$ cat src/rtl/core/yaf_pkg.sv
// Package for the YUV pixel alpha fade block: widths, BT.601 coefficients,
// pipeline control type and the byte clamp function.
// No dependencies.
`default_nettype none

package yaf_pkg;

   localparam int unsigned NumStages = 4;

   // Sums of the inverse transform (YUV to RGB) and of the forward transform.
   typedef logic signed [19:0] rgb_sum_type;
   typedef logic signed [17:0] yuv_sum_type;

   // Inverse BT.601 coefficients.
   localparam rgb_sum_type CoefY  = 20'sd298;
   localparam rgb_sum_type CoefRv = 20'sd409;
   localparam rgb_sum_type CoefGu = 20'sd100;
   localparam rgb_sum_type CoefGv = 20'sd208;
   localparam rgb_sum_type CoefBu = 20'sd516;
   localparam rgb_sum_type RoundRgb = 20'sd128;

   // Forward BT.601 coefficients.
   localparam yuv_sum_type CoefYr = 18'sd66;
   localparam yuv_sum_type CoefYg = 18'sd129;
   localparam yuv_sum_type CoefYb = 18'sd25;
   localparam yuv_sum_type CoefUr = 18'sd38;
   localparam yuv_sum_type CoefUg = 18'sd74;
   localparam yuv_sum_type CoefUb = 18'sd112;
   localparam yuv_sum_type CoefVr = 18'sd112;
   localparam yuv_sum_type CoefVg = 18'sd94;
   localparam yuv_sum_type CoefVb = 18'sd18;
   localparam yuv_sum_type RoundYuv = 18'sd128;
   localparam yuv_sum_type OffsetLuma = 18'sd16;
   localparam yuv_sum_type OffsetChroma = 18'sd128;

   localparam logic [7:0] AlphaReset = 8'd255;

   typedef struct packed {
      logic [NumStages-1:0] load;
      logic [NumStages-1:0] valid;
   } stage_ctl_type;

   function automatic logic [7:0] clamp_byte(input logic signed [13:0] x);
      logic [7:0] res;
      if (x < 14'sd0) begin
         res = 8'd0;
      end else if (x > 14'sd255) begin
         res = 8'd255;
      end else begin
         res = x[7:0];
      end
      return res;
   endfunction

endpackage

`default_nettype wire

$ cat src/rtl/core/yaf_if.sv
// Channel interfaces of the YUV pixel alpha fade block: pixel request,
// pixel response and the alpha register write channel. No dependencies.
`default_nettype none

interface yaf_req_if;
   logic       valid;
   logic       ready;
   logic [7:0] luma_in;
   logic [7:0] cb_in;
   logic [7:0] cr_in;
   modport source (output valid, luma_in, cb_in, cr_in, input ready);
   modport sink (input valid, luma_in, cb_in, cr_in, output ready);
endinterface

interface yaf_rsp_if;
   logic       valid;
   logic       ready;
   logic [7:0] luma_out;
   logic [7:0] cb_out;
   logic [7:0] cr_out;
   modport source (output valid, luma_out, cb_out, cr_out, input ready);
   modport sink (input valid, luma_out, cb_out, cr_out, output ready);
endinterface

interface yaf_csr_if;
   logic       valid;
   logic       ready;
   logic [7:0] fade_alpha;
   modport source (output valid, fade_alpha, input ready);
   modport sink (input valid, fade_alpha, output ready);
endinterface

`default_nettype wire

$ cat src/rtl/core/yaf_pipe_ctrl.sv
// Valid and load control of the four-stage fade pipeline.
// Depends on yaf_pkg.
`default_nettype none

module yaf_pipe_ctrl (
   input  wire logic                   clock,
   input  wire logic                   reset,
   input  wire logic                   in_valid,
   output logic                        in_ready,
   input  wire logic                   out_ready,
   output yaf_pkg::stage_ctl_type      ctl
);

   logic [yaf_pkg::NumStages-1:0] valid_ff;
   logic [yaf_pkg::NumStages-1:0] valid_in;
   logic [yaf_pkg::NumStages-1:0] can_load;

   // A stage takes a new beat when it is empty or its content moves on.
   always_comb begin
      can_load[yaf_pkg::NumStages-1] = !valid_ff[yaf_pkg::NumStages-1] || out_ready;
      for (int i = yaf_pkg::NumStages - 2; i >= 0; i--) begin
         can_load[i] = !valid_ff[i] || can_load[i+1];
      end
      valid_in = valid_ff;
      if (can_load[0]) begin
         valid_in[0] = in_valid;
      end
      for (int i = 1; i < yaf_pkg::NumStages; i++) begin
         if (can_load[i]) begin
            valid_in[i] = valid_ff[i-1];
         end
      end
   end

   always_ff @(posedge clock) begin
      if (reset) begin
         valid_ff <= '0;
      end else begin
         valid_ff <= valid_in;
      end
   end

   assign in_ready = can_load[0];
   assign ctl      = '{load: can_load, valid: valid_ff};

endmodule

`default_nettype wire

$ cat src/rtl/core/yaf_to_rgb.sv
// Stages one and two: YUV to RGB sums, then clamp and alpha product.
// Depends on yaf_pkg.
`default_nettype none

module yaf_to_rgb (
   input  wire logic                   clock,
   input  wire yaf_pkg::stage_ctl_type ctl,
   input  wire logic [7:0]             luma_in,
   input  wire logic [7:0]             cb_in,
   input  wire logic [7:0]             cr_in,
   input  wire logic [7:0]             alpha,
   output logic [15:0]                 r_prod,
   output logic [15:0]                 g_prod,
   output logic [15:0]                 b_prod
);

   yaf_pkg::rgb_sum_type c, d, e;
   yaf_pkg::rgb_sum_type r_sum_in, g_sum_in, b_sum_in;
   yaf_pkg::rgb_sum_type r_sum_ff, g_sum_ff, b_sum_ff;
   logic [7:0]  r_byte, g_byte, b_byte;
   logic [15:0] r_prod_ff, g_prod_ff, b_prod_ff;

   always_comb begin
      c = $signed({12'd0, luma_in}) - 20'sd16;
      d = $signed({12'd0, cb_in}) - 20'sd128;
      e = $signed({12'd0, cr_in}) - 20'sd128;
      r_sum_in = yaf_pkg::CoefY * c + yaf_pkg::CoefRv * e + yaf_pkg::RoundRgb;
      g_sum_in = yaf_pkg::CoefY * c - yaf_pkg::CoefGu * d - yaf_pkg::CoefGv * e
                 + yaf_pkg::RoundRgb;
      b_sum_in = yaf_pkg::CoefY * c + yaf_pkg::CoefBu * d + yaf_pkg::RoundRgb;
   end

   always_ff @(posedge clock) begin
      if (ctl.load[0]) begin
         r_sum_ff <= r_sum_in;
         g_sum_ff <= g_sum_in;
         b_sum_ff <= b_sum_in;
      end
   end

   // The arithmetic shift floors negative sums before the clamp.
   always_comb begin
      r_byte = yaf_pkg::clamp_byte(14'(r_sum_ff >>> 8));
      g_byte = yaf_pkg::clamp_byte(14'(g_sum_ff >>> 8));
      b_byte = yaf_pkg::clamp_byte(14'(b_sum_ff >>> 8));
   end

   always_ff @(posedge clock) begin
      if (ctl.load[1]) begin
         r_prod_ff <= r_byte * alpha;
         g_prod_ff <= g_byte * alpha;
         b_prod_ff <= b_byte * alpha;
      end
   end

   assign r_prod = r_prod_ff;
   assign g_prod = g_prod_ff;
   assign b_prod = b_prod_ff;

endmodule

`default_nettype wire

$ cat src/rtl/core/yaf_to_yuv.sv
// Stages three and four: forward BT.601 sums of the faded RGB, then
// offset and clamp into the output register. Depends on yaf_pkg.
`default_nettype none

module yaf_to_yuv (
   input  wire logic                   clock,
   input  wire yaf_pkg::stage_ctl_type ctl,
   input  wire logic [15:0]            r_prod,
   input  wire logic [15:0]            g_prod,
   input  wire logic [15:0]            b_prod,
   output logic [7:0]                  luma_out,
   output logic [7:0]                  cb_out,
   output logic [7:0]                  cr_out
);

   yaf_pkg::yuv_sum_type r, g, b;
   yaf_pkg::yuv_sum_type y_sum_in, u_sum_in, v_sum_in;
   yaf_pkg::yuv_sum_type y_sum_ff, u_sum_ff, v_sum_ff;
   yaf_pkg::yuv_sum_type y_sh, u_sh, v_sh;
   logic [7:0] luma_ff, cb_ff, cr_ff;

   // The scaled channel is the product divided by 256.
   always_comb begin
      r = $signed({10'd0, r_prod[15:8]});
      g = $signed({10'd0, g_prod[15:8]});
      b = $signed({10'd0, b_prod[15:8]});
      y_sum_in = yaf_pkg::CoefYr * r + yaf_pkg::CoefYg * g + yaf_pkg::CoefYb * b
                 + yaf_pkg::RoundYuv;
      u_sum_in = yaf_pkg::CoefUb * b - yaf_pkg::CoefUr * r - yaf_pkg::CoefUg * g
                 + yaf_pkg::RoundYuv;
      v_sum_in = yaf_pkg::CoefVr * r - yaf_pkg::CoefVg * g - yaf_pkg::CoefVb * b
                 + yaf_pkg::RoundYuv;
   end

   always_ff @(posedge clock) begin
      if (ctl.load[2]) begin
         y_sum_ff <= y_sum_in;
         u_sum_ff <= u_sum_in;
         v_sum_ff <= v_sum_in;
      end
   end

   always_comb begin
      y_sh = (y_sum_ff >>> 8) + yaf_pkg::OffsetLuma;
      u_sh = (u_sum_ff >>> 8) + yaf_pkg::OffsetChroma;
      v_sh = (v_sum_ff >>> 8) + yaf_pkg::OffsetChroma;
   end

   always_ff @(posedge clock) begin
      if (ctl.load[3]) begin
         luma_ff <= yaf_pkg::clamp_byte(14'(y_sh));
         cb_ff   <= yaf_pkg::clamp_byte(14'(u_sh));
         cr_ff   <= yaf_pkg::clamp_byte(14'(v_sh));
      end
   end

   assign luma_out = luma_ff;
   assign cb_out   = cb_ff;
   assign cr_out   = cr_ff;

endmodule

`default_nettype wire

$ cat src/rtl/core/yuv_pixel_alpha_fade.sv
// Top level of the YUV pixel alpha fade block.
// Depends on yaf_pkg, the channel interfaces, yaf_pipe_ctrl, yaf_to_rgb
// and yaf_to_yuv.
//
// Usage: pixels arrive as beats on req_bus (luma_in, cb_in, cr_in). Each
// pixel is converted to RGB, every channel is scaled by fade_alpha/256 and
// the result is converted back to YUV and delivered as one beat on rsp_bus.
// The csr_bus channel writes fade_alpha; it is always ready and should be
// written only while no pixel is in flight.
// Path: a beat accepted on req_bus passes through the four register stages
// in order and is shown on rsp_bus from the last one.
// Throughput: one pixel per cycle while rsp_bus is not stalled; four register
// stages, each holding one beat with its own valid bit.
// Stall: when rsp_bus.ready is low, the result holds and beats behind it
// keep moving into empty stages; req_bus.ready falls only when all four
// stages are full and the output is not taken.
// Reset: all stages are emptied and fade_alpha returns to 255.
`default_nettype none

module yuv_pixel_alpha_fade (
   input  wire logic clock,
   input  wire logic reset,
   yaf_req_if.sink   req_bus,
   yaf_rsp_if.source rsp_bus,
   yaf_csr_if.sink   csr_bus
);

   yaf_pkg::stage_ctl_type ctl;
   logic [7:0]  alpha_ff;
   logic [7:0]  alpha_in;
   logic [15:0] r_prod, g_prod, b_prod;

   assign csr_bus.ready = 1'b1;
   assign alpha_in = csr_bus.valid ? csr_bus.fade_alpha : alpha_ff;

   always_ff @(posedge clock) begin
      if (reset) begin
         alpha_ff <= yaf_pkg::AlphaReset;
      end else begin
         alpha_ff <= alpha_in;
      end
   end

   yaf_pipe_ctrl u_ctrl (
      .clock     (clock),
      .reset     (reset),
      .in_valid  (req_bus.valid),
      .in_ready  (req_bus.ready),
      .out_ready (rsp_bus.ready),
      .ctl       (ctl)
   );

   yaf_to_rgb u_to_rgb (
      .clock   (clock),
      .ctl     (ctl),
      .luma_in (req_bus.luma_in),
      .cb_in   (req_bus.cb_in),
      .cr_in   (req_bus.cr_in),
      .alpha   (alpha_ff),
      .r_prod  (r_prod),
      .g_prod  (g_prod),
      .b_prod  (b_prod)
   );

   yaf_to_yuv u_to_yuv (
      .clock    (clock),
      .ctl      (ctl),
      .r_prod   (r_prod),
      .g_prod   (g_prod),
      .b_prod   (b_prod),
      .luma_out (rsp_bus.luma_out),
      .cb_out   (rsp_bus.cb_out),
      .cr_out   (rsp_bus.cr_out)
   );

   assign rsp_bus.valid = ctl.valid[yaf_pkg::NumStages-1];

endmodule

`default_nettype wire

$ cat src/flat_wrapper.sv
// flat-port wrapper written by rule: the top's interface ports become plain ports
module yuv_pixel_alpha_fade_flat 
  (clock, reset, req_bus_valid, req_bus_luma_in, req_bus_cb_in, req_bus_cr_in, req_bus_ready, rsp_bus_valid, rsp_bus_luma_out, rsp_bus_cb_out, rsp_bus_cr_out, rsp_bus_ready, csr_bus_valid, csr_bus_fade_alpha, csr_bus_ready);
  yaf_req_if req_bus_i ();
  yaf_rsp_if rsp_bus_i ();
  yaf_csr_if csr_bus_i ();
  input  wire logic clock;
  input  wire logic reset;
  input wire logic [$bits(req_bus_i.valid)-1:0] req_bus_valid;
  input wire logic [$bits(req_bus_i.luma_in)-1:0] req_bus_luma_in;
  input wire logic [$bits(req_bus_i.cb_in)-1:0] req_bus_cb_in;
  input wire logic [$bits(req_bus_i.cr_in)-1:0] req_bus_cr_in;
  output wire logic [$bits(req_bus_i.ready)-1:0] req_bus_ready;
  output wire logic [$bits(rsp_bus_i.valid)-1:0] rsp_bus_valid;
  output wire logic [$bits(rsp_bus_i.luma_out)-1:0] rsp_bus_luma_out;
  output wire logic [$bits(rsp_bus_i.cb_out)-1:0] rsp_bus_cb_out;
  output wire logic [$bits(rsp_bus_i.cr_out)-1:0] rsp_bus_cr_out;
  input wire logic [$bits(rsp_bus_i.ready)-1:0] rsp_bus_ready;
  input wire logic [$bits(csr_bus_i.valid)-1:0] csr_bus_valid;
  input wire logic [$bits(csr_bus_i.fade_alpha)-1:0] csr_bus_fade_alpha;
  output wire logic [$bits(csr_bus_i.ready)-1:0] csr_bus_ready;
  assign req_bus_i.valid = req_bus_valid;
  assign req_bus_i.luma_in = req_bus_luma_in;
  assign req_bus_i.cb_in = req_bus_cb_in;
  assign req_bus_i.cr_in = req_bus_cr_in;
  assign req_bus_ready = req_bus_i.ready;
  assign rsp_bus_valid = rsp_bus_i.valid;
  assign rsp_bus_luma_out = rsp_bus_i.luma_out;
  assign rsp_bus_cb_out = rsp_bus_i.cb_out;
  assign rsp_bus_cr_out = rsp_bus_i.cr_out;
  assign rsp_bus_i.ready = rsp_bus_ready;
  assign csr_bus_i.valid = csr_bus_valid;
  assign csr_bus_i.fade_alpha = csr_bus_fade_alpha;
  assign csr_bus_ready = csr_bus_i.ready;
  yuv_pixel_alpha_fade u_core (.clock(clock), .reset(reset), .req_bus(req_bus_i), .rsp_bus(rsp_bus_i), .csr_bus(csr_bus_i));
endmodule
$ cat config.mk
export PLATFORM = sky130hd
export DESIGN_NAME = yuv_pixel_alpha_fade_flat
export DESIGN_NICKNAME = d
export VERILOG_FILES = /design/src/rtl/core/yaf_pkg.sv /design/src/rtl/core/yaf_if.sv /design/src/rtl/core/yaf_pipe_ctrl.sv /design/src/rtl/core/yaf_to_rgb.sv /design/src/rtl/core/yaf_to_yuv.sv /design/src/rtl/core/yuv_pixel_alpha_fade.sv /design/src/flat_wrapper.sv
export SDC_FILE = /design/constraint.sdc
export NUM_CORES = 1
export LEC_CHECK = 0
export BUFFER_PORTS_ARGS = -buffer_cell sky130_fd_sc_hd__buf_4
export CORE_UTILIZATION = 25
export CTS_CLUSTER_SIZE = 14
export DETAILED_ROUTE_END_ITERATION = 12
export PLACE_DENSITY = 0.37
export SETUP_SLACK_MARGIN = 0.1
export SKIP_CTS_REPAIR_TIMING = 1
export SYNTH_ARGS = -nofsm -noshare
export SYNTH_HDL_FRONTEND = slang
export SYNTH_HIERARCHICAL = 1
export SYNTH_SLANG_ARGS = --single-unit
$ cat constraint.sdc
create_clock -name clock -period 10 [get_ports clock]
set_input_delay 0 -clock clock [delete_from_list [all_inputs] [get_ports clock]]
set_output_delay 0 -clock clock [all_outputs]
set_load 0.03 [all_outputs]
==> flow_summary.yaml <==
critical_path:
  crit_path_end_kind: "flip-flop"
  path_cells: "inv_1 -> fa_1 -> inv_1 -> ha_1 -> ha_1 -> ha_1 -> fa_1 -> a21o_1 -> a21oi_1 -> o21ai_1 -> or4_1 -> nand2_1 -> xor2_1 -> ha_1 -> nand3_1 -> a21oi_1 -> a2111oi_2 -> xor2_1 -> ha_1 -> a21o_1 -> a31oi_1 -> o21ai_0 -> xor2_1"
  cp_slowest_cell: "edfxtp_1"
  max_stage_delay_ns: 0.66
  startpoint_type: "flip-flop"
  critPathBufInv: 2
  rr_worst_depth: 23
  critical_path_class: "flip-flop to flip-flop"
  worst_r2r_endpoint: "u_core/u_to_yuv/v_sum_ff[14]$_DFFE_PP_"
  crit_cells: 23
  critical-path-top-delay-family: "adder cells"
  crit_fanout: 7
  worstPathArrival_ns: 6.66
  crit_required_ns: 10.19
  worstReg2RegStart: "u_core/u_to_rgb/g_prod[9]$_DFFE_PP_"
  rrSetupSlack_ns: 3.54
  path_common_cell: "ha_1"
global_route:
  globalRouteMet3Util: 0.01245
  use_met2: 0.2224
  grt_pass1_wl_um: 97110
  grt_pass1_vias: 18910
  grt_max_degree: 38
  grt.busiest_layer: "met2"
  met1_usage: 0.1440
  antenna_found_initial: 0
  grt_usage: 0.1194
  grt.overflow.total: 0
worst_hold_path:
  min-delay-start: "rsp_bus_ready"
  hold_end: "u_core/u_ctrl/valid_ff[3]$_SDFFE_PP0P_"
  worst_hold_path_type: "primary input to flip-flop"
  holdPathStages: 4
synthesis:
  avgSynthCellArea_um2: 9.424
  synth_warnings: 6
  synthesis.nets: 3540
  synthCells: 2663
  synth_area_um2: 25100
sta:
  fin_setup_tns_ns: 0
  finalCritPeriodShare: 0.6462
  fmax_mhz: 154.7
  grt_setup_unrepaired: "false"
  max_slew_margin: 0.3134
  finalMaxSlewViolations: 0
  setup_violations: 0
  skew_ns: 0.01362
  worstMarginPinSlew_ns: 1.027
  fin_ws_ns: 3.538
  finalHoldViolations: 0
  period_minus_slack_ns: 6.462
place:
  dp_hpwl_um: 50720
  pre_cts_ws_ns: 3.092
  io_buffers: 62
  place.gp.congestion: 0.7937
floorplanning:
  std_cell_rows: 115
  initial_utilization: 0.2539
  fp.coreArea_um2: 98850
  dieWidth_um: 318.8
  dieHeight_um: 318.8
  die_area_um2: 101700
  top_level_ports: 64
route:
  drtAntennaViolNets: 0
  routedWlPerCell_um: 14.50
  drtPass1Iterations: 4
  drc_errors: 0
  vias: 17660
  drtIter0Drc: 496
  vias_per_cell: 4.363
  totalWireLength_um: 58670
layout:
  antenna_cells: 0
  layout.nets: 3624
  drive_gt1_frac: 0.05000
  post-route-util: 0.2825
  fillerInstances: 10470
  final_common_cell: "ha_1"
  area_delta_synth_final_pct: 11.27
  layout_common_cells: "597 x ha_1, 493 x inv_1, 243 x fa_1"
clock_tree:
  clock-root-buffer: "clkbuf_16"
  numCtsBuffers: 17
  cts.path.max_buffers: 2
  clock-sinks: 126
  cts_tree: "built"
  clkSlewWorstSetupHoldPaths_ns: 0.06
  clkLatencyLatePin_ns: 0.46
  cts_htree_levels: 4
status:
  status: "completed"
flow_run:
  maxCapViolations: 0
metal layers:
| layer | share of wire | wire length [µm] |
|---|---|---|
| met1 | 0.45 | 26600 |
| met2 | 0.52 | 30250 |
| met3 | 0.014 | 845 |
| met4 | 0.017 | 970 |
| met5 | 0 | 0 |
through the flow:
step	hold WS [ns]	area (µm²)	instances
6_report	0.2439	27920	4047
5_1_grt	0.2597	27920	4047
4_1_cts	-0.3082	27720	4027
3_5_place_dp	0.2109	27130	3995
3_3_place_gp	0.2122	27130	3995
2_1_floorplan	0.06907	25100	2663
sequential cells by signal, indices dropped and copies added, names as in the netlist, 10 cells and up:
name / count
u_core/u_to_yuv/u_sum_ff: 10
u_core/u_to_rgb/r_sum_ff: 12
u_core/u_to_yuv/y_sum_ff: 10
u_core/u_to_yuv/v_sum_ff: 10
u_core/u_to_rgb/b_sum_ff: 12
u_core/u_to_rgb/g_sum_ff: 12
how the worst max path moves through the flow:
stage                                                    from                                endpoint  slack [ns]
after global routing      u_core/u_to_rgb/g_prod[9]$_DFFE_PP_  u_core/u_to_yuv/v_sum_ff[15]$_DFFE_PP_        3.05
after floorplan                            req_bus_luma_in[4]  u_core/u_to_rgb/r_sum_ff[18]$_DFFE_PP_        3.79
final                     u_core/u_to_rgb/g_prod[9]$_DFFE_PP_  u_core/u_to_yuv/v_sum_ff[14]$_DFFE_PP_        3.54
after detailed placement                   req_bus_luma_in[4]  u_core/u_to_rgb/r_sum_ff[18]$_DFFE_PP_        3.09
after CTS                 u_core/u_to_rgb/g_prod[9]$_DFFE_PP_  u_core/u_to_yuv/v_sum_ff[14]$_DFFE_PP_        3.45
after global placement                     req_bus_luma_in[4]  u_core/u_to_rgb/r_sum_ff[18]$_DFFE_PP_        3.10
final cells by class:
cell class | count | area, µm² | share of cell area
Clock inverter | 10 | 72.57 | 0.002599
Tap cell | 1287 | 1610 | 0.05767
Multi-Input combinational cell | 2016 | 19460 | 0.6969
Timing Repair Buffer | 93 | 748.2 | 0.02679
Inverter | 493 | 1851 | 0.06627
Clock buffer | 22 | 518.0 | 0.01855
Sequential cell | 126 | 3664 | 0.1312
worst min-delay path, delay by kind of cell:
family          cells  cell delay [ns]
buf+inv             2             0.43
compound gates      1             0.13
simple gates        1             0.09
Power is left out: the tool's default activity adds up to more than one toggle a clock period on the data nets, which glitch-free logic cannot reach.
